## src/rtl/relative_track_trail_plotter_macros.svh

```systemverilog
// Assertion macros shared by the track trail plotter RTL.
`ifndef RELATIVE_TRACK_TRAIL_PLOTTER_MACROS_SVH
`define RELATIVE_TRACK_TRAIL_PLOTTER_MACROS_SVH

`ifndef NO_ASSERTIONS

// Same-cycle implication, sampled on clk and disabled while rst_n is low.
`define RTTP_ASSERT_HOLD(label, cond, prop) \
    label: assert property (@(posedge clk) disable iff (!rst_n) (cond) |-> (prop)) \
        else $error("rttp: same-cycle check failed");

// Next-cycle implication, sampled on clk and disabled while rst_n is low.
`define RTTP_ASSERT_NEXT(label, cond, prop) \
    label: assert property (@(posedge clk) disable iff (!rst_n) (cond) |=> (prop)) \
        else $error("rttp: next-cycle check failed");

`else

`define RTTP_ASSERT_HOLD(label, cond, prop)
`define RTTP_ASSERT_NEXT(label, cond, prop)

`endif

`endif

```

## src/rtl/rttp_pkg.sv

```systemverilog
// Types, constants and codes shared by the track trail plotter modules.
package rttp_pkg;

    localparam int RING_DEPTH_DEF = 32;

    localparam int CENTRE_X = 590;
    localparam int CENTRE_Y = 240;
    localparam int WIN_X_LO = 400;
    localparam int WIN_X_HI = 780;
    localparam int WIN_Y_LO = 50;
    localparam int WIN_Y_HI = 430;

    localparam int SCALE_W = 24;
    localparam logic [SCALE_W-1:0] SCALE_RESET = 24'd3187671;

    localparam int CFG_IDX_W = 1;

    localparam int FIFO_DEPTH = 8;
    localparam int FIFO_PTR_W = $clog2(FIFO_DEPTH);
    localparam int FIFO_CNT_W = $clog2(FIFO_DEPTH + 1);

    typedef enum logic [CFG_IDX_W-1:0] {
        REG_SCALE_X = 1'b0,
        REG_SCALE_Y = 1'b1
    } reg_index_t;

    typedef enum logic {
        KIND_CLEAR   = 1'b0,
        KIND_SEGMENT = 1'b1
    } kind_t;

    typedef enum logic {
        FR_IDLE = 1'b0,
        FR_WALK = 1'b1
    } front_state_t;

    typedef struct packed {
        logic signed [30:0] latitude;
        logic signed [31:0] longitude;
    } in_t;

    typedef struct packed {
        logic       kind;
        logic [9:0] start_x;
        logic [8:0] start_y;
        logic [9:0] end_x;
        logic [8:0] end_y;
        logic       last;
    } out_t;

    // One projected ring entry, or the end marker of a walk.
    typedef struct packed {
        logic       is_end;
        logic       first;
        logic       in_win;
        logic [9:0] x;
        logic [8:0] y;
    } pt_rec_t;

endpackage

```

## src/rtl/rttp_back.sv

```systemverilog
// Back part: pairs neighboring points into segments and emits the result transactions.
module rttp_back
    import rttp_pkg::*;
(
    input  logic                  clk,
    input  logic                  rst_n,
    input  pt_rec_t               head,
    input  logic [FIFO_CNT_W-1:0] fifo_count,
    output logic                  pop,
    output logic                  out_valid,
    input  logic                  out_stall,
    output out_t                  out_data
);

    logic       prev_in_reg, prev_in_next;
    logic [9:0] prev_x_reg, prev_x_next;
    logic [8:0] prev_y_reg, prev_y_next;
    logic       pend_valid_reg, pend_valid_next;
    out_t       pend_reg, pend_next;
    logic       out_valid_reg, out_valid_next;
    out_t       out_reg, out_next;

    logic head_valid, out_free, seg, needs_emit;

    assign head_valid = (fifo_count != '0);
    assign out_free   = !out_valid_reg || !out_stall;
    assign seg        = !head.is_end && !head.first && prev_in_reg && head.in_win;
    assign needs_emit = head.is_end ? pend_valid_reg : seg;
    assign pop        = head_valid && (!needs_emit || out_free);

    // One result is held back so that the final one of a walk can carry last.
    always_comb
    begin
        prev_in_next    = prev_in_reg;
        prev_x_next     = prev_x_reg;
        prev_y_next     = prev_y_reg;
        pend_valid_next = pend_valid_reg;
        pend_next       = pend_reg;
        out_next        = out_reg;
        out_valid_next  = out_valid_reg && out_stall;
        if (pop)
        begin
            if (head.is_end)
            begin
                if (pend_valid_reg)
                begin
                    out_next        = pend_reg;
                    out_next.last   = 1'b1;
                    out_valid_next  = 1'b1;
                    pend_valid_next = 1'b0;
                end
            end
            else
            begin
                prev_in_next = head.in_win;
                prev_x_next  = head.x;
                prev_y_next  = head.y;
                if (head.first)
                begin
                    pend_next       = '0;
                    pend_next.kind  = KIND_CLEAR;
                    pend_valid_next = 1'b1;
                end
                else if (seg)
                begin
                    out_next          = pend_reg;
                    out_next.last     = 1'b0;
                    out_valid_next    = 1'b1;
                    pend_next.kind    = KIND_SEGMENT;
                    pend_next.start_x = prev_x_reg;
                    pend_next.start_y = prev_y_reg;
                    pend_next.end_x   = head.x;
                    pend_next.end_y   = head.y;
                    pend_next.last    = 1'b0;
                end
            end
        end
    end

    always_ff @(posedge clk or negedge rst_n)
    begin
        if (!rst_n)
        begin
            prev_in_reg    <= 1'b0;
            pend_valid_reg <= 1'b0;
            out_valid_reg  <= 1'b0;
        end
        else
        begin
            prev_in_reg    <= prev_in_next;
            pend_valid_reg <= pend_valid_next;
            out_valid_reg  <= out_valid_next;
        end
    end

    always_ff @(posedge clk)
    begin
        prev_x_reg <= prev_x_next;
        prev_y_reg <= prev_y_next;
        pend_reg   <= pend_next;
        out_reg    <= out_next;
    end

    assign out_valid = out_valid_reg;
    assign out_data  = out_reg;

endmodule
```

## config.mk

```make
export PLATFORM = sky130hd
export DESIGN_NAME = rttp_back
export DESIGN_NICKNAME = d
export VERILOG_FILES = /design/src/rtl/relative_track_trail_plotter_macros.svh /design/src/rtl/rttp_pkg.sv /design/src/rtl/rttp_back.sv
export SDC_FILE = /design/constraint.sdc
export NUM_CORES = 1
export LEC_CHECK = 0
export ABC_CLOCK_PERIOD_IN_PS = 5860
export BUFFER_PORTS_ARGS = -buffer_cell sky130_fd_sc_hd__buf_2
export CAP_MARGIN = 10
export CELL_PAD_IN_SITES_DETAIL_PLACEMENT = 1
export CELL_PAD_IN_SITES_GLOBAL_PLACEMENT = 1
export CORE_MARGIN = 1
export CORE_UTILIZATION = 45
export DETAILED_ROUTE_END_ITERATION = 12
export HOLD_SLACK_MARGIN = 0.08
export PLACE_DENSITY_LB_ADDON = 0.1
export SLEW_MARGIN = 5
export SYNTH_ARGS = -nofsm -noshare
export SYNTH_HDL_FRONTEND = slang
export SYNTH_SLANG_ARGS = --single-unit
```

## constraint.sdc

```tcl
create_clock -name clk -period 5.86 [get_ports clk]
set_input_delay 0.293 -clock clk [delete_from_list [all_inputs] [get_ports clk]]
set_output_delay 0.293 -clock clk [all_outputs]
set_load 0.01 [all_outputs]
```

==> run summary, run 1 <==
The tools report the post-CTS setup buffer count as 0. The die covers 0.007912 mm2. Clock skew on the completed layout was measured at 11.09 ps. Setup repair after global routing left no endpoint under its margin.

Across all setup checks in the final design, the least slack found is 3504 ps. The number of antenna violations at the first check in global routing is 0. Tracing the worst setup path back leads to its startpoint at out_valid. The initial utilization of the core area, before any placement, comes to 46.65%. Yosys attributes the largest share of cell area to edfxtp_1 87%, nor2b_1 7.0%, dfrtp_1 2.2%. Measured against its own limit, the worst slew margin works out to 30.58%.

Clock-pin slew was measured on the worst setup and hold paths at 100 ps. Setup violations remaining at the end of the flow were counted as 0. In this run, flip-flops and latches consume 63.8% of the power.

The post-route minimum period came out at 2356 ps. The number of flip-flops in the largest register was 40; the reported leakage power was 1.488 nW. The top cell types in the final layout, fill and taps aside, are 98 x edfxtp_1, 70 x buf_2, 38 x nor2b_1, 9 x clkbuf_8, 4 x clkinv_4. The flop and latch count out of synthesis works out to 101. Count of clock tree sinks: 101. The number of clock buffers added by TritonCTS is 9. The die is 88.95 um wide. For this run, design rule violations remaining after detail routing come to 0. Routability-driven placement finished with a final weighted congestion of 0.7522. Number of port buffers: 70.

The count of warnings emitted by yosys is 0, and the internal power summed over all cells is 1.051 mW. The worst min-delay path category is primary input to register. The final max-slew violation count was 0; the pin count of the biggest net entering global routing was 43. The total overflow reported by the global router is 0. Synthesis produced a netlist with a net count of 189. Clock latency on the worst-skew pair, taken at its later pin, is 350 ps. The area added between synthesis and finish is 20.12%, and the die height is 88.95 um.

Of the synthesized area, sequential elements account for 88.71%. Counting along the longest clock path gives a buffer depth of 2. The startpoint class of the critical path was a register.

The flow ran to the end, and the final reports show no timing, DRC or antenna violations. For the first-pass GRT wire length, the log shows 8190 um. The library cell used most frequently in the layout, excluding fill and tap cells, is edfxtp_1. After detailed placement, the design holds a cell count of 327.

The share of the clock period used by the worst path after layout is 40.21%. The tools report the reported max-cap violation count as 0. The highest clock frequency the design can meet was 424.4 MHz; the peak per-stage delay on the critical path was 820 ps. The final layout contains routed wiring with a total length of 5400 um. The switching power was 0.3114 mW; the routed length per instance was 15.70 um. The cell taking the most area after synthesis was edfxtp_1. In this run the most critical hold path is launched from head[14]. In this run, post-CTS repair resized a total of 0 instances. The post-synthesis instance area was 0.003402 mm2. The logs give 5880 ps for the critical path required time and 0.007292 mm2 for the placeable core region. The logs give 28.9% for the power share of the clock group and 3 for the number of H-tree branching levels. The net switching share of the total power works out to 22.86%.

The ratio of routed vias to standard cells was 4.718; the half-perimeter wire length after placement was 3725 um. The kind of critical path is register to register. TritonCTS built the clock tree. Yosys mapped the design onto 18 distinct sky130hd cell types. The detailed router finished its first iteration with 66 violations. The via count of the first global-routing pass is 1,612. The final count of hold timing violations was 0. Traced cell by cell, the critical path runs through nand2_1, a31oi_1, nor3_2, buf_4.

The floorplan has 31 rows. At the placement stage, the worst setup path has a slack of 3165 ps. The standard cell with the maximum stage delay on the critical path was nor3_2. The root buffer cell was clkbuf_8. The number of iterations in the first detailed-routing pass was 4; the overall via count from detail_route was 1,623. The repair_antennas step left the layout with diodes totalling 0.

After the last flow step, the layout net total stands at 269. The power per standard cell area was 333.4 mW/mm2; the number of cells produced by synthesis was 160. The tools report the number of cells in the finished layout apart from fillers as 344. In this run the critical register-to-register path is launched from out_valid. The post-synthesis area per instance was 21.26 um2; the largest fanout on the critical path was 26.

The share of layout cells above drive strength 1 came out at 38.37%. The area share of the leading cell type in the synthesized netlist came out at 86.50%. Final hold analysis gives a worst-case slack of 122.9 ps. At the pin with the least slew margin, the transition time is 1036 ps. Final-layout setup total negative slack: 0 ps. STA classifies the critical path endpoint as a register.

In this run the remaining antenna-violating nets after routing total 0. IR analysis of the VDD net gives a maximum drop of 0.1273 mV. The I/O pin count was 71. Across every metal layer, demand over resource in global routing totals 15.04%. In this run, the combinational gates consume 7.3% of the power. Data on the critical path arrives at its endpoint at 2380 ps.
## final cells by class
class | count | area [um2]
clock buffers | 9 | 123.9
clock inverters | 7 | 58.81
well taps | 99 | 123.9
inverters | 1 | 3.754
flip-flops and latches | 101 | 3018
multi-input cells | 54 | 382.9
repair buffers | 73 | 375.4
fillers | 700 | 3206
## routing by layer
layer  global-route usage, %  up-vias  wire, um
met4                   5.628        0        53
li1                        -      761         -
met2                   24.90       59      2799
met1                   18.58      798      2256
met3                   5.078        5       291
met5                       0        -         0
## cells by family (layout without fill, tap and decap cells)
family | after synthesis | count (layout) | synth area share [%]
flip-flops | 101 | 101 | 88.71
AND/OR/NAND/NOR | 45 | 45 | 8.422
AO/OA/AOI/OAI | 8 | 8 | 1.876
buffers and inverters | 5 | 90 | 0.5514
multiplexers | 1 | 1 | 0.4412
## through the flow
step	total power, mW	cell area [um2]	utilization [%]
6_report	1.362	4086	56.04
2_1_floorplan	0.9351	3402	-
3_5_place_dp	0.9881	3894	53.40
3_3_place_gp	0.9784	3894	53.40
5_1_grt	1.422	4086	56.04
4_1_cts	1.380	4086	56.04
## worst paths after layout
check                                  to  slack (ps)  cells past startpoint
max                          pend_reg[21]        3500                      4
min                         prev_x_reg[5]         120                      1
max reg2reg                  pend_reg[21]        3500                      4
min reg2reg                  out_data[12]         430                      0
max in group asynchronous  pend_valid_reg        5470                      2
min in group asynchronous       out_valid         270                      2
## critical path, delay by kind of cell, from the launching register on
kind	cells	cell delay, ps
simple gates	2	990
buf+inv	1	460
flops	1	440
compound gates	1	130
## cells in the mapped netlist (all sizes together)
library cell  count
edfxtp           98
nor2b            38
clkbuf            4
dfrtp             3
nand2             3
nor3              2
o31a              2
a211o             1
a211oi            1
a21boi            1
a31oi             1
inv               1
mux2              1
nor2              1
nor4              1
o21ai             1
o21ba             1
## power groups by stage
stage / registers (mW) / clock network [mW] / logic (mW)
4_1_cts: 0.870 / 0.407 / 0.102
3_5_place_dp: 0.887 / 0 / 0.101
6_report: 0.869 / 0.393 / 0.0996
2_1_floorplan: 0.897 / 0 / 0.0380
3_3_place_gp: 0.882 / 0 / 0.0964
5_1_grt: 0.875 / 0.436 / 0.111
## timing repair
item / 4_1_cts / 5_1_grt
setup endpoints to repair: 0 / 0
hold endpoints to repair: 3 / 0
hold buffers: 1 / 0
(Power assumes the default switching activity.)
==> run 2, diff against run 1 <==
ABC_CLOCK_PERIOD_IN_PS = 2140   (was 5860)
CORE_UTILIZATION = 41   (was 45)
clock period = 2.14 ns   (was 5.86 ns; I/O delays follow)
==> run 2 against run 1 <==
Against the previous run: first-iteration DRC count decreased by 30%; clock power increased to 3.1 times the previous value; final cell count increased by 6.7%; sequential power increased to 2.7 times the previous value; maximum frequency increased by 40%; worst setup slack got worse by 3000 ps; via count increased by 4.9%; critical path depth unchanged; largest cell class unchanged; highest routed layer unchanged.
==> run summary, run 2 (synthesis results as in run 1) <==
The number of antenna violations at the first check in global routing is 0. In the layout the commonest cells are 98 x edfxtp_1, 70 x buf_2, 38 x nor2b_1, 23 x dlygate4sd3_1, 9 x clkbuf_8. For the critical path arrival, the log shows 1690 ps.

The finished layout holds 367 standard cells, fillers aside. The number of port buffers was 70; the share of the clock period used by the worst path after layout was 78.58%. The floorplan step defined a die boundary enclosing 0.008666 mm2.

The core utilization of the finished layout is 55.16%, and the clock slew seen by the registers of the worst setup and hold paths is 90 ps. The area occupied by multi-input gates came out at 389.1 um2. Headroom to the max-slew limit came out at 60.44%. In the global route stage, met3 resource usage came out at 3.089%.

For this block, the routed nets add up to 5838 um of wire. Root buffer cell: clkbuf_8. Of all nets on the critical path, the largest fanout is 32.

The smallest clock period supported by the final layout is computed as 1682 ps. The power per standard cell area was 897.1 mW/mm2. The tools report the critical path startpoint as out_valid.

Power comes to 3.903 mW. In this run the core area contains 32 standard-cell rows. The die height came out at 93.09 um. The total of hold buffers inserted after clock tree synthesis came out at 23. The effective utilization at floorplan came out at 43.13%.

The first global-routing pass estimated 9156 um of wire. 71 I/O pins were placed. The half-perimeter wire length after placement came out at 3715 um.

TritonCTS built the clock tree. Kind of capture point of the worst setup path: a register. Summing over every cut layer, the via total after detailed routing is 1,703. The register with the most flip-flops in the layout has 40 of them. Relative to the synthesized area, the layout overhead comes to 27.88%. For this design, the sink count on the clock tree is 101.

The run gives 0 as the post-route antenna net violation count. The post-cts gate resize count was 0; the final worst clock skew was 11.22 ps. The most common cell after layout, fill and taps aside is edfxtp_1. Setup repair after global routing left no endpoint under its margin.

After detailed routing, the number of vias per cell comes to 4.640. The final count of hold timing violations is 0, and the pin count of the biggest net entering global routing is 41. The slew of the pin with the lowest slew margin was 589.0 ps.

For the total overflow reported by the global router, the log shows 0. Global routing used 26.65% of the available met2 tracks. Worst min-delay path category: primary input to register.

Global routing used 14.69% of the available tracks. The via count of the first global-routing pass came out at 1,833. For this run, design rule violations remaining after detail routing come to 0. The startpoint of the tightest hold check path is out_stall. Of the cells placed in the final design, the portion with a size suffix greater than 1 is 35.09%. In this run the post-CTS setup repair buffer count came out at 0.

In this run the horizontal extent of the chip is 93.09 um. The routing layer with the top usage in global route was met2. Based on the critical path, the design can be clocked at up to 594.7 MHz. The number of clock buffers inserted by TritonCTS came out at 9. For this run, global-route usage on met1 was measured as 16.32%. Setup total negative slack on the finished layout was measured at 0 ps. At the worst endpoint, the required time is 2150 ps. Dividing the detail-routed wire length by the instance count gives 15.91 um. The latest clock arrival within the worst-skew pair was 350 ps.

The worst setup path is of the register to register kind. The startpoint class of the critical path was a register. In this run the critical register-to-register path is launched from out_valid.

At the end of the flow, the number of nets in the layout was 293. The core region is 0.007888 mm2. The final max-slew violation count is 0, and the number of DRC violations after detailed-routing iteration 0 is 46.

The worst-case clock buffer depth was 2; the number of H-tree branching levels was 3. After detailed placement, the design holds a cell count of 332. The number of iterations in the first detailed-routing pass came out at 4.

The flow ran to the end, and the final reports show no timing, DRC or antenna violations. For this design the static power due to leakage is 1.598 nW. The maximum VDD drop was 0.3963 mV; the number of filler cells placed in the layout was 757. Setup violations remaining at the end of the flow were counted as 0.

The sequential cells in the finished layout cover a total of 0.003018 mm2. The repair_antennas step left the layout with diodes totalling 0. Max-cap violations in this run came to 0.

Routability-driven placement finished with a final weighted congestion of 0.7068.
[run 2: cell type report]
| class | instances | share of cell area [%] |
|---|---|---|
| Clock buffer | 9 | 2.847 |
| Clock inverter | 3 | 1.496 |
| Inverter | 1 | 0.08628 |
| Multi-Input combinational cell | 54 | 8.944 |
| Sequential cell | 101 | 69.37 |
| Tap cell | 102 | 2.934 |
| Timing Repair Buffer | 97 | 14.32 |
[run 2: worst paths after layout]
kind	slack [ps]	end	cells after the start
hold reg to reg	420	out_data[20]	0
min in group asynchronous	620	pend_valid_reg	3
setup reg to reg	460	pend_reg[9]	4
hold / removal	160	out_valid	3
setup / recovery	460	pend_reg[9]	4
max in group asynchronous	1370	prev_in_reg	3
[run 2: per-layer routing]
layer	up-vias	part of all wire, %
met3	10	4.8
met4	0	1.8
met5	-	0
met1	840	40
met2	52	53
li1	801	-
[run 2: metrics by stage]
| stage | hold slack, ps | worst slack (ps) | cell area [um2] |
|---|---|---|---|
| detailed placement | -90.87 | 456.2 | 3931 |
| finish | 162.6 | 458.5 | 4350 |
| floorplan | -188.6 | -30.13 | 3426 |
| global route | 199.3 | 320.8 | 4350 |
| CTS | 147.6 | 439.7 | 4350 |
| global placement | -98.09 | 599.1 | 3931 |
[run 2: power by group]
part | total [mW] | internal, mW | switching (mW)
clock network | 1.21 | 0.631 | 0.577
registers | 2.38 | 2.34 | 0.0395
logic | 0.318 | 0.135 | 0.182
total | 3.90 | 3.10 | 0.798
[run 2: critical path, cell delays in order, from the launching register on]
cell	delay [ps]
dfrtp_1	430
nand2_1	170
a31oi_1	160
nor3_4	160
buf_4	400
