$ cat src/rtl/relative_track_trail_plotter_macros.svh
// Assertion macros shared by the track trail plotter RTL.
`ifndef RELATIVE_TRACK_TRAIL_PLOTTER_MACROS_SVH
`define RELATIVE_TRACK_TRAIL_PLOTTER_MACROS_SVH

`ifndef NO_ASSERTIONS

// Same-cycle implication, sampled on clk and disabled while rst_n is low.
`define RTTP_ASSERT_HOLD(label, cond, prop) \
    label: assert property (@(posedge clk) disable iff (!rst_n) (cond) |-> (prop)) \
        else $error("rttp: same-cycle check failed");

// Next-cycle implication, sampled on clk and disabled while rst_n is low.
`define RTTP_ASSERT_NEXT(label, cond, prop) \
    label: assert property (@(posedge clk) disable iff (!rst_n) (cond) |=> (prop)) \
        else $error("rttp: next-cycle check failed");

`else

`define RTTP_ASSERT_HOLD(label, cond, prop)
`define RTTP_ASSERT_NEXT(label, cond, prop)

`endif

`endif

$ cat src/rtl/rttp_pkg.sv
// Types, constants and codes shared by the track trail plotter modules.
package rttp_pkg;

    localparam int RING_DEPTH_DEF = 32;

    localparam int CENTRE_X = 590;
    localparam int CENTRE_Y = 240;
    localparam int WIN_X_LO = 400;
    localparam int WIN_X_HI = 780;
    localparam int WIN_Y_LO = 50;
    localparam int WIN_Y_HI = 430;

    localparam int SCALE_W = 24;
    localparam logic [SCALE_W-1:0] SCALE_RESET = 24'd3187671;

    localparam int CFG_IDX_W = 1;

    localparam int FIFO_DEPTH = 8;
    localparam int FIFO_PTR_W = $clog2(FIFO_DEPTH);
    localparam int FIFO_CNT_W = $clog2(FIFO_DEPTH + 1);

    typedef enum logic [CFG_IDX_W-1:0] {
        REG_SCALE_X = 1'b0,
        REG_SCALE_Y = 1'b1
    } reg_index_t;

    typedef enum logic {
        KIND_CLEAR   = 1'b0,
        KIND_SEGMENT = 1'b1
    } kind_t;

    typedef enum logic {
        FR_IDLE = 1'b0,
        FR_WALK = 1'b1
    } front_state_t;

    typedef struct packed {
        logic signed [30:0] latitude;
        logic signed [31:0] longitude;
    } in_t;

    typedef struct packed {
        logic       kind;
        logic [9:0] start_x;
        logic [8:0] start_y;
        logic [9:0] end_x;
        logic [8:0] end_y;
        logic       last;
    } out_t;

    // One projected ring entry, or the end marker of a walk.
    typedef struct packed {
        logic       is_end;
        logic       first;
        logic       in_win;
        logic [9:0] x;
        logic [8:0] y;
    } pt_rec_t;

endpackage

$ cat src/rtl/rttp_fifo.sv
// Short queue of projected points between the front and back parts.
module rttp_fifo
    import rttp_pkg::*;
(
    input  logic                  clk,
    input  logic                  rst_n,
    input  logic                  push,
    input  pt_rec_t               push_rec,
    input  logic                  pop,
    output pt_rec_t               head,
    output logic [FIFO_CNT_W-1:0] count
);

    pt_rec_t entry_reg [FIFO_DEPTH];
    logic [FIFO_PTR_W-1:0] wr_ptr_reg, rd_ptr_reg;
    logic [FIFO_CNT_W-1:0] count_reg, count_next;

    always_comb
    begin
        count_next = count_reg;
        if (push && !pop)
        begin
            count_next = count_reg + 1'b1;
        end
        else if (pop && !push)
        begin
            count_next = count_reg - 1'b1;
        end
    end

    always_ff @(posedge clk or negedge rst_n)
    begin
        if (!rst_n)
        begin
            wr_ptr_reg <= '0;
            rd_ptr_reg <= '0;
            count_reg  <= '0;
        end
        else
        begin
            if (push)
            begin
                wr_ptr_reg <= wr_ptr_reg + 1'b1;
            end
            if (pop)
            begin
                rd_ptr_reg <= rd_ptr_reg + 1'b1;
            end
            count_reg <= count_next;
        end
    end

    always_ff @(posedge clk)
    begin
        if (push)
        begin
            entry_reg[wr_ptr_reg] <= push_rec;
        end
    end

    assign head  = entry_reg[rd_ptr_reg];
    assign count = count_reg;

endmodule

$ cat config.mk
export PLATFORM = sky130hd
export DESIGN_NAME = rttp_fifo
export DESIGN_NICKNAME = d
export VERILOG_FILES = /design/src/rtl/relative_track_trail_plotter_macros.svh /design/src/rtl/rttp_pkg.sv /design/src/rtl/rttp_fifo.sv
export SDC_FILE = /design/constraint.sdc
export NUM_CORES = 1
export LEC_CHECK = 0
export BUFFER_PORTS_ARGS = -buffer_cell sky130_fd_sc_hd__buf_2
export CAP_MARGIN = 10
export CORE_AREA = 2 2 136 191
export DETAILED_ROUTE_END_ITERATION = 8
export DIE_AREA = 0 0 138 193
export GPL_ROUTABILITY_DRIVEN = 0
export PLACE_DENSITY = 0.56
export SLEW_MARGIN = 25
export SYNTH_ARGS = -nofsm -noshare
export SYNTH_HDL_FRONTEND = slang
export SYNTH_SLANG_ARGS = --single-unit
$ cat constraint.sdc
create_clock -name clk -period 2.68 [get_ports clk]
set_clock_uncertainty 0.05 [all_clocks]
set_input_delay 0.268 -clock clk [delete_from_list [all_inputs] [get_ports clk]]
set_output_delay 0.268 -clock clk [all_outputs]
set_load 0.01 [all_outputs]
==> results of run 1 <==
==> synthesized netlist by cell type <==
master | instances | area share
inv_1 | 2 | 0.0010
ha_1 | 5 | 0.0085
nand3b_1 | 1 | 0.0010
a2111o_1 | 1 | 0.0015
nand2_1 | 6 | 0.0031
mux2i_1 | 1 | 0.0014
buf_2 | 1 | 0.00068
clkbuf_1 | 4 | 0.0020
nand3_1 | 2 | 0.0014
buf_6 | 5 | 0.0076
dfrtp_1 | 10 | 0.034
nand2b_1 | 3 | 0.0025
mux4_1 | 44 | 0.16
mux2_2 | 25 | 0.038
or3_1 | 1 | 0.00085
nor3_1 | 3 | 0.0020
or4_1 | 1 | 0.0010
o21ai_0 | 1 | 0.00068
buf_1 | 3 | 0.0015
xnor2_1 | 4 | 0.0048
o211ai_1 | 2 | 0.0020
edfxtp_1 | 176 | 0.72
a21oi_1 | 2 | 0.0014
fa_1 | 1 | 0.0027
nor2_1 | 6 | 0.0031
xor2_1 | 2 | 0.0024
==> power by group through the flow <==
| stage | clock network [uW] | logic (uW) | registers [uW] |
|---|---|---|---|
| detailed placement | 0 | 2840 | 3900 |
| floorplan | 0 | 1840 | 3870 |
| global route | 2460 | 3010 | 3880 |
| finish | 2280 | 2750 | 3830 |
| global placement | 0 | 2790 | 3870 |
| CTS | 2340 | 2850 | 3840 |
==> cell type report <==
| type | instances | area [um^2] | area share |
|---|---|---|---|
| flip-flops and latches | 186 | 5540 | 0.638 |
| diodes | 1 | 2.50 | 0.000288 |
| clock inverters | 12 | 100 | 0.0115 |
| repair buffers | 74 | 443 | 0.0510 |
| clock buffers | 20 | 437 | 0.0503 |
| inverters | 2 | 7.51 | 0.000864 |
| multi-input cells | 111 | 1760 | 0.203 |
| well taps | 319 | 399 | 0.0460 |
==> per-stage QoR <==
step           power [uW]  utilization
2_1_floorplan        5700            -
3_3_place_gp         6660        0.325
3_5_place_dp         6740        0.325
4_1_cts              9030        0.347
5_1_grt              9350        0.347
6_report             8860        0.347
==> final timing paths <==
check / end / cells past startpoint
max: head[15] / 4
min: rd_ptr_reg[0] / 2
max reg2reg: count[3] / 4
min reg2reg: count[2] / 2
max in group asynchronous: rd_ptr_reg[1] / 2
min in group asynchronous: rd_ptr_reg[2] / 2
==> cells by family after synthesis <==
family,Yosys count,share of synthesized area
AOI/OAI and AO/OA,6,0.00561
DFF,186,0.752
xor gates and xnor gates,6,0.00714
muxes,70,0.197
buffers and inverters,15,0.0129
and+or+nand+nor,23,0.0150
adders and majority gates,6,0.0112
==> per-layer routing <==
layer | global-route usage | share of wire | vias to the layer above | routed length (um)
met5 | 0 | 0.00049 | - | 7
met4 | 0.0436 | 0.014 | 2 | 195
li1 | - | - | 1508 | -
met3 | 0.0319 | 0.041 | 14 | 589
met2 | 0.200 | 0.52 | 69 | 7480
met1 | 0.128 | 0.42 | 1741 | 6020
==> repair_timing <==
item / 4_1_cts / 5_1_grt
resized for setup: 0 / 0
endpoints found under the hold margin: 10 / 0
hold buffers: 1 / 0
==> results.cfg, run 1 <==
[run_status]
status = complete, no violations

[place]
hpwlAfterDp_mm = 9.04
dp_slack_ps = 555
place_area_um2 = 8140
placed_cells = 691
port_buffers = 51

[floorplanning]
rows = 69
ioPinCount = 52
start_util = 0.294
die_h_um = 193
dieArea_um2 = 26600
die_w_um = 138
core_area_um2 = 25000

[power_and_ir_drop]
p_leak_uw = 0.00297
clockPowerShare = 0.257
swShare = 0.290
peakVddDrop_mv = 0.434
power_frac_seq = 0.433
p_per_area_nw_per_um2 = 1020
switchingPower_uw = 2570
internal_power_uw = 6290
combPwrFrac = 0.310

[sta]
drv_slew = 0
clock.fmax_ghz = 0.410
min_period_over_period = 0.911
setup_viol = 0
hold_violations = 0
period_needed_ps = 2440
setup_tns_ps = 0
timing.hold.ws_ps = 33.7
tightest_slew_ps = 374
finalWorstSetupSlack_ps = 239
maxSlewHeadroom = 0.751
rsz0062_at_grt = no

[logic_synthesis]
yosysWarnings = 0
seq_area_frac_synth = 0.752
synth_area_um2 = 7360
synth.distinct_cells = 26
synthCells = 312
ys_ff_latch = 186
mappedNetlistNets = 344
syn_area_per_cell_um2 = 23.6

[grt]
grt_max_degree = 31
grt_antenna_before_repair = 2
grt_pass1_wl_mm = 21.8
grtUsageTotal = 0.112
grt.overflow.total = 0
grt_pass1_vias = 3595

[critical_path]
crit_fanout = 30
cp_slowest_cell = mux4_1
r2r-start = count[2]
cp.required_ps = 2360
cp-end-kind = output port
worstSetupStartpoint = rd_ptr_reg[0]
cp_num_buf_inv = 2
crit_type = flip-flop to output port
slowest_delay_ps = 590
startpoint_type = flip-flop
crit_arrival_ps = 2120
r2r_slack_ps = 980
path_cells = buf_12, mux4_1, mux2_2, buf_2
cp_top_family = multiplexers

[min_path]
hp-class = input pin to flip-flop
min-delay-start = pop

[finish]
fill_cells = 2348
drive_gt1_frac = 0.333
final_cell_mix = 176 x edfxtp_1, 51 x buf_2, 44 x mux4_1
fin_cells = 725
final_area_um2 = 8690
fin_nets = 424
largest_reg_flops = 176
final_common_cell = edfxtp_1
area_growth_pct = 17.9

[clock_network]
htreeDepth = 4
numCtsBuffers = 17
cts_tree = done
clock_latency_ps = 420
path_clk_slew_ps = 70
clock_sinks = 186
post_cts_buffers = 0
root_buffer = clkbuf_16
clk_path_buf_depth = 2

[detailed_routing]
ant_nets = 0
viasPerCell = 4.60
drt_drc_violations_left = 0
num_vias = 3334
wl_per_cell_um = 19.7
drtPass1Iterations = 4
routed_wl_mm = 14.3
drtIter0Drc = 185

[flow_run]
maxCapViolCount = 0
No activity file was read; power rests on OpenSTA's default activity.
==> run 2: changes to the inputs <==
--- a/config.mk
+++ b/config.mk
@@ -11,7 +11,7 @@
 export DETAILED_ROUTE_END_ITERATION = 8
 export DIE_AREA = 0 0 138 193
 export GPL_ROUTABILITY_DRIVEN = 0
-export PLACE_DENSITY = 0.56
+export PLACE_DENSITY = 0.55
 export SLEW_MARGIN = 25
 export SYNTH_ARGS = -nofsm -noshare
 export SYNTH_HDL_FRONTEND = slang
==> constraint.sdc (replaced) <==
create_clock -name clk -period 2.7 [get_ports clk]
set_clock_uncertainty 0.05 [all_clocks]
set_input_delay 0.27 -clock clk [delete_from_list [all_inputs] [get_ports clk]]
set_output_delay 0.27 -clock clk [all_outputs]
set_load 0.01 [all_outputs]
==> run 2 against run 1 <==
  * Non-clock buffer count shrank 3
  * Critical path depth unchanged
  * Worst setup slack got worse by 120 ps
  * Final area is 0.59% higher
  * First-iteration DRC count up 26%
  * Sequential power increased by 1%
  * Cell count shrank 0.41%
  * Hold slack better by 23 ps
  * Register-to-register slack better by 30 ps
  * Global-route usage about the same
  * Critical path type unchanged
==> results.cfg, run 2 (same netlist as run 1, synthesis figures left out) <==
[clock_network]
cts_tree = done
path_clk_slew_ps = 70
numCtsBuffers = 17
clk_path_buf_depth = 2
clock_latency_ps = 430
clock_sinks = 186
htreeDepth = 4
hold_buffers = 1
post_cts_buffers = 0
cts_resized = 0
root_buffer = clkbuf_16

[sta]
drv_slew = 0
min_period_over_period = 0.957
hold_violations = 0
period_needed_ps = 2580
setup_tns_ps = 0
tightest_slew_ps = 468
clock.fmax_ghz = 0.387
setup_viol = 0
maxSlewHeadroom = 0.687
rsz0062_at_grt = no

[floorplanning]
die_w_um = 138
die_h_um = 193
start_util = 0.294
ioPinCount = 52
core_area_um2 = 25000
rows = 69
dieArea_um2 = 26600

[grt]
grt_pass1_wl_mm = 21.9
grt_pass1_vias = 3636
grtUsageTotal = 0.112
grt_max_degree = 25
grt.overflow.total = 0
grt_antenna_before_repair = 1

[flow_run]
maxCapViolCount = 0

[detailed_routing]
num_vias = 3320
ant_nets = 0
drtIter0Drc = 233
routed_wl_mm = 14.3
drt_drc_violations_left = 0
viasPerCell = 4.60
drtPass1Iterations = 4
wl_per_cell_um = 19.8

[run_status]
status = complete, no violations

[power_and_ir_drop]
power_frac_seq = 0.436
combPwrFrac = 0.304
peakVddDrop_mv = 0.490
internal_power_uw = 6300
p_per_area_nw_per_um2 = 1020
clockPowerShare = 0.260
swShare = 0.292
p_leak_uw = 0.00299
switchingPower_uw = 2600

[place]
hpwlAfterDp_mm = 9.01
place_area_um2 = 8180
port_buffers = 51

[critical_path]
cp.required_ps = 2380
cp_top_family = multiplexers
startpoint_type = flip-flop
crit_type = flip-flop to output port
cp_slowest_cell = mux4_1
cp_num_buf_inv = 2
slowest_delay_ps = 590
crit_fanout = 22
cp-end-kind = output port
crit_arrival_ps = 2260
r2r-start = wr_ptr_reg[1]
path_cells = buf_12, mux4_1, mux2_2, buf_2
worstSetupStartpoint = rd_ptr_reg[0]

[finish]
seqCellArea_um2 = 5540
area_growth_pct = 18.6
fill_cells = 2328
final_area_um2 = 8740
final_common_cell = edfxtp_1
drive_gt1_frac = 0.331
fin_nets = 421
final_cell_mix = 176 x edfxtp_1, 51 x buf_2, 44 x mux4_1
largest_reg_flops = 176
multi_input_area_um2 = 1760

[min_path]
min-delay-start = push_rec[21]
hp-class = input pin to flip-flop
[run 2: changes by cell type in the layout (fill, tap and decap cells not counted)]
cell,previous run,this run
clkinv_2,3,2
buf_4,21,13
buf_12,1,6
clkinv_4,1,2
clkbuf_1,3,0
clkinv_1,2,4
inv_6,1,4
clkinvlp_4,4,2
[run 2: metal layers]
metal  vias up  share of wire  global-route usage
met4         0          0.021              0.0471
met2        57           0.52               0.200
met3        25          0.038              0.0324
met5         -              0                   0
li1       1501              -                   -
met1      1737           0.42               0.126
[run 2: stage by stage]
stage | power [uW] | std cells | utilization | hold WS, ps | setup WS, ps
floorplan | 5660 | 312 | - | -75.6 | 112
global placement | 6660 | 688 | 0.327 | 103 | 557
detailed placement | 6730 | 688 | 0.327 | 112 | 547
global route | 9340 | 721 | 0.349 | 49.3 | 27.8
CTS | 9060 | 721 | 0.349 | 38.4 | 72.9
finish | 8900 | 722 | 0.349 | 56.4 | 117
[run 2: final timing paths]
path                       slack [ps]  cells after the start          endpoint
max                               120                      4           head[6]
min                                60                      1  entry_reg[6][21]
max reg2reg                      1010                      3  entry_reg[1][13]
min reg2reg                       480                      2          count[2]
max in group asynchronous        2140                      2     rd_ptr_reg[1]
min in group asynchronous         210                      2          count[0]
[run 2: layout make-up]
type                    count  share of cell area
inverters                   2            0.000859
multi-input cells         111               0.201
well taps                 319              0.0457
clock inverters            15              0.0140
clock buffers              17              0.0487
repair buffers             71              0.0553
diodes                      1            0.000286
flip-flops and latches    186               0.634
[run 2: power groups by stage]
stage	sequential (uW)	combinational [uW]	clock (uW)
2_1_floorplan	3840	1820	0
3_3_place_gp	3920	2740	0
3_5_place_dp	3950	2780	0
4_1_cts	3890	2790	2380
5_1_grt	3930	2920	2490
6_report	3880	2700	2310
[run 2: worst register-to-register path: cells and delay by family (launching register included)]
family	cells	cell delay (ps)
DFF	1	400
buffers and inverters	1	250
and+or+nand+nor	2	670
==> run 3: changes to the inputs <==
==> constraint.sdc (replaced) <==
create_clock -name clk -period 2.7 [get_ports clk]
set_clock_uncertainty 0.05 [all_clocks]
set_input_delay 0.27 -clock clk [delete_from_list [all_inputs] [get_ports clk]]
set_output_delay 0.27 -clock clk [all_outputs]
set_load 0.02 [all_outputs]
==> run 3 against run 2 <==
  * Hold slack better by 2.3 ps
  * Fmax up 1.9%
  * Die area unchanged
  * Count of clock-buffer cells in the layout up 1
  * First-iteration DRC count down 48%
  * Utilization about the same
  * Register-to-register slack about the same
  * Routed wire length down 0.87%
  * Sequential share of layout area up 0.073 points
  * Power up 3.8%
  * Critical path type unchanged
  * Highest routed layer unchanged
==> results.cfg, run 3 (same netlist as run 1, synthesis figures left out) <==
[run_status]
status = complete, no violations

[critical_path]
worstReg2RegEnd = count[3]
crit_end = head[11]
startpoint_type = flip-flop
cp.required_ps = 2380
r2r.worst_path.cells = 4
crit_arrival_ps = 2210
r2r-start = count[2]
r2r_slack_ps = 1000
worstSetupStartpoint = rd_ptr_reg[0]
crit_fanout = 24
crit_type = flip-flop to output port
cp-end-kind = output port

[floorplanning]
die_h_um = 193
core_area_um2 = 25000
die_w_um = 138
start_util = 0.294
dieArea_um2 = 26600
ioPinCount = 52
rows = 69

[min_path]
hp-class = input pin to flip-flop
min-delay-start = pop

[clock_network]
clock_latency_ps = 420
root_buffer = clkbuf_16
htreeDepth = 4
clock_sinks = 186
cts_tree = done
clk_path_buf_depth = 2
post_cts_buffers = 0
path_clk_slew_ps = 60
numCtsBuffers = 17

[grt]
grtUsageTotal = 0.111
grt_max_degree = 27
grt_pass1_wl_mm = 21.5
grt.overflow.total = 0
grt_pass1_vias = 3571
grt_antenna_before_repair = 1

[power_and_ir_drop]
power_frac_seq = 0.411
switchingPower_uw = 2820
p_per_area_nw_per_um2 = 1060
p_total_uw = 9240
p_leak_uw = 0.00300
swShare = 0.305
internal_power_uw = 6420
peakVddDrop_mv = 0.502
combPwrFrac = 0.317
clockPowerShare = 0.271

[flow_run]
maxCapViolCount = 0

[detailed_routing]
drt_drc_violations_left = 0
routed_wl_mm = 14.2
drtPass1Iterations = 6
wl_per_cell_um = 19.6
ant_nets = 0
drtIter0Drc = 122
num_vias = 3386
viasPerCell = 4.68

[finish]
largest_reg_flops = 176
fin_nets = 423
final_cell_mix = 176 x edfxtp_1, 51 x buf_2, 44 x mux4_1
final_common_cell = edfxtp_1
drive_gt1_frac = 0.337
area_growth_pct = 18.5

[sta]
setup_viol = 0
min_period_over_period = 0.939
period_needed_ps = 2530
maxSlewHeadroom = 0.729
tightest_slew_ps = 407
setup_tns_ps = 0
rsz0062_at_grt = no
hold_violations = 0
drv_slew = 0
clock.fmax_ghz = 0.395

[place]
hpwlAfterDp_mm = 8.68
port_buffers = 51
[run 3: layout make-up]
class                           instances  area [um^2]
Fill cell                            2334        16300
Sequential cell                       186         5540
Multi-Input combinational cell        111         1760
Clock buffer                           18          429
Timing Repair Buffer                   73          423
Tap cell                              319          399
Clock inverter                         14          169
Inverter                                2         7.51
Antenna cell                            1         2.50
[run 3: critical path: stages, from the launching register on]
cell and delay, ps:
dfrtp_2 350, buf_4 370, mux4_1 610, mux2_2 290
buf_2 160
[run 3: worst min-delay path by stage]
stage,slack [ps],endpoint,cells after the start
after floorplan,-80,count[0],0
after CTS,40,rd_ptr_reg[0],2
after global placement,110,count[1],1
after global routing,50,entry_reg[6][5],1
after detailed placement,110,count[1],1
final,60,rd_ptr_reg[0],2
[run 3: metrics by stage]
step	hold slack [ps]	cells	utilization	cell area, um^2	worst slack [ps]
2_1_floorplan	-75.6	312	-	7360	112
6_report	58.7	724	0.349	8730	166
5_1_grt	53.2	723	0.348	8720	63.4
3_5_place_dp	110	690	0.324	8120	546
3_3_place_gp	111	690	0.324	8120	574
4_1_cts	40.3	723	0.348	8720	104
[run 3: power by group through the flow]
stage | clock network (uW) | registers (uW) | logic (uW)
after floorplan | 0 | 3860 | 2060
after global placement | 0 | 3840 | 2970
after detailed placement | 0 | 3870 | 3010
after CTS | 2570 | 3810 | 3020
after global routing | 2680 | 3850 | 3180
final | 2510 | 3800 | 2930
[run 3: per-layer routing]
metal | share of wire | global-route usage | routed length, um
met1 | 0.42 | 0.131 | 6030
met2 | 0.52 | 0.195 | 7400
met3 | 0.040 | 0.0286 | 574
met4 | 0.013 | 0.0420 | 189
met5 | 0 | 0 | 0
[run 3: repair_timing]
| item | CTS | global route |
|---|---|---|
| gates resized for setup | 0 | 0 |
| endpoints found under the hold margin | 10 | 0 |
| hold buffers | 1 | 0 |
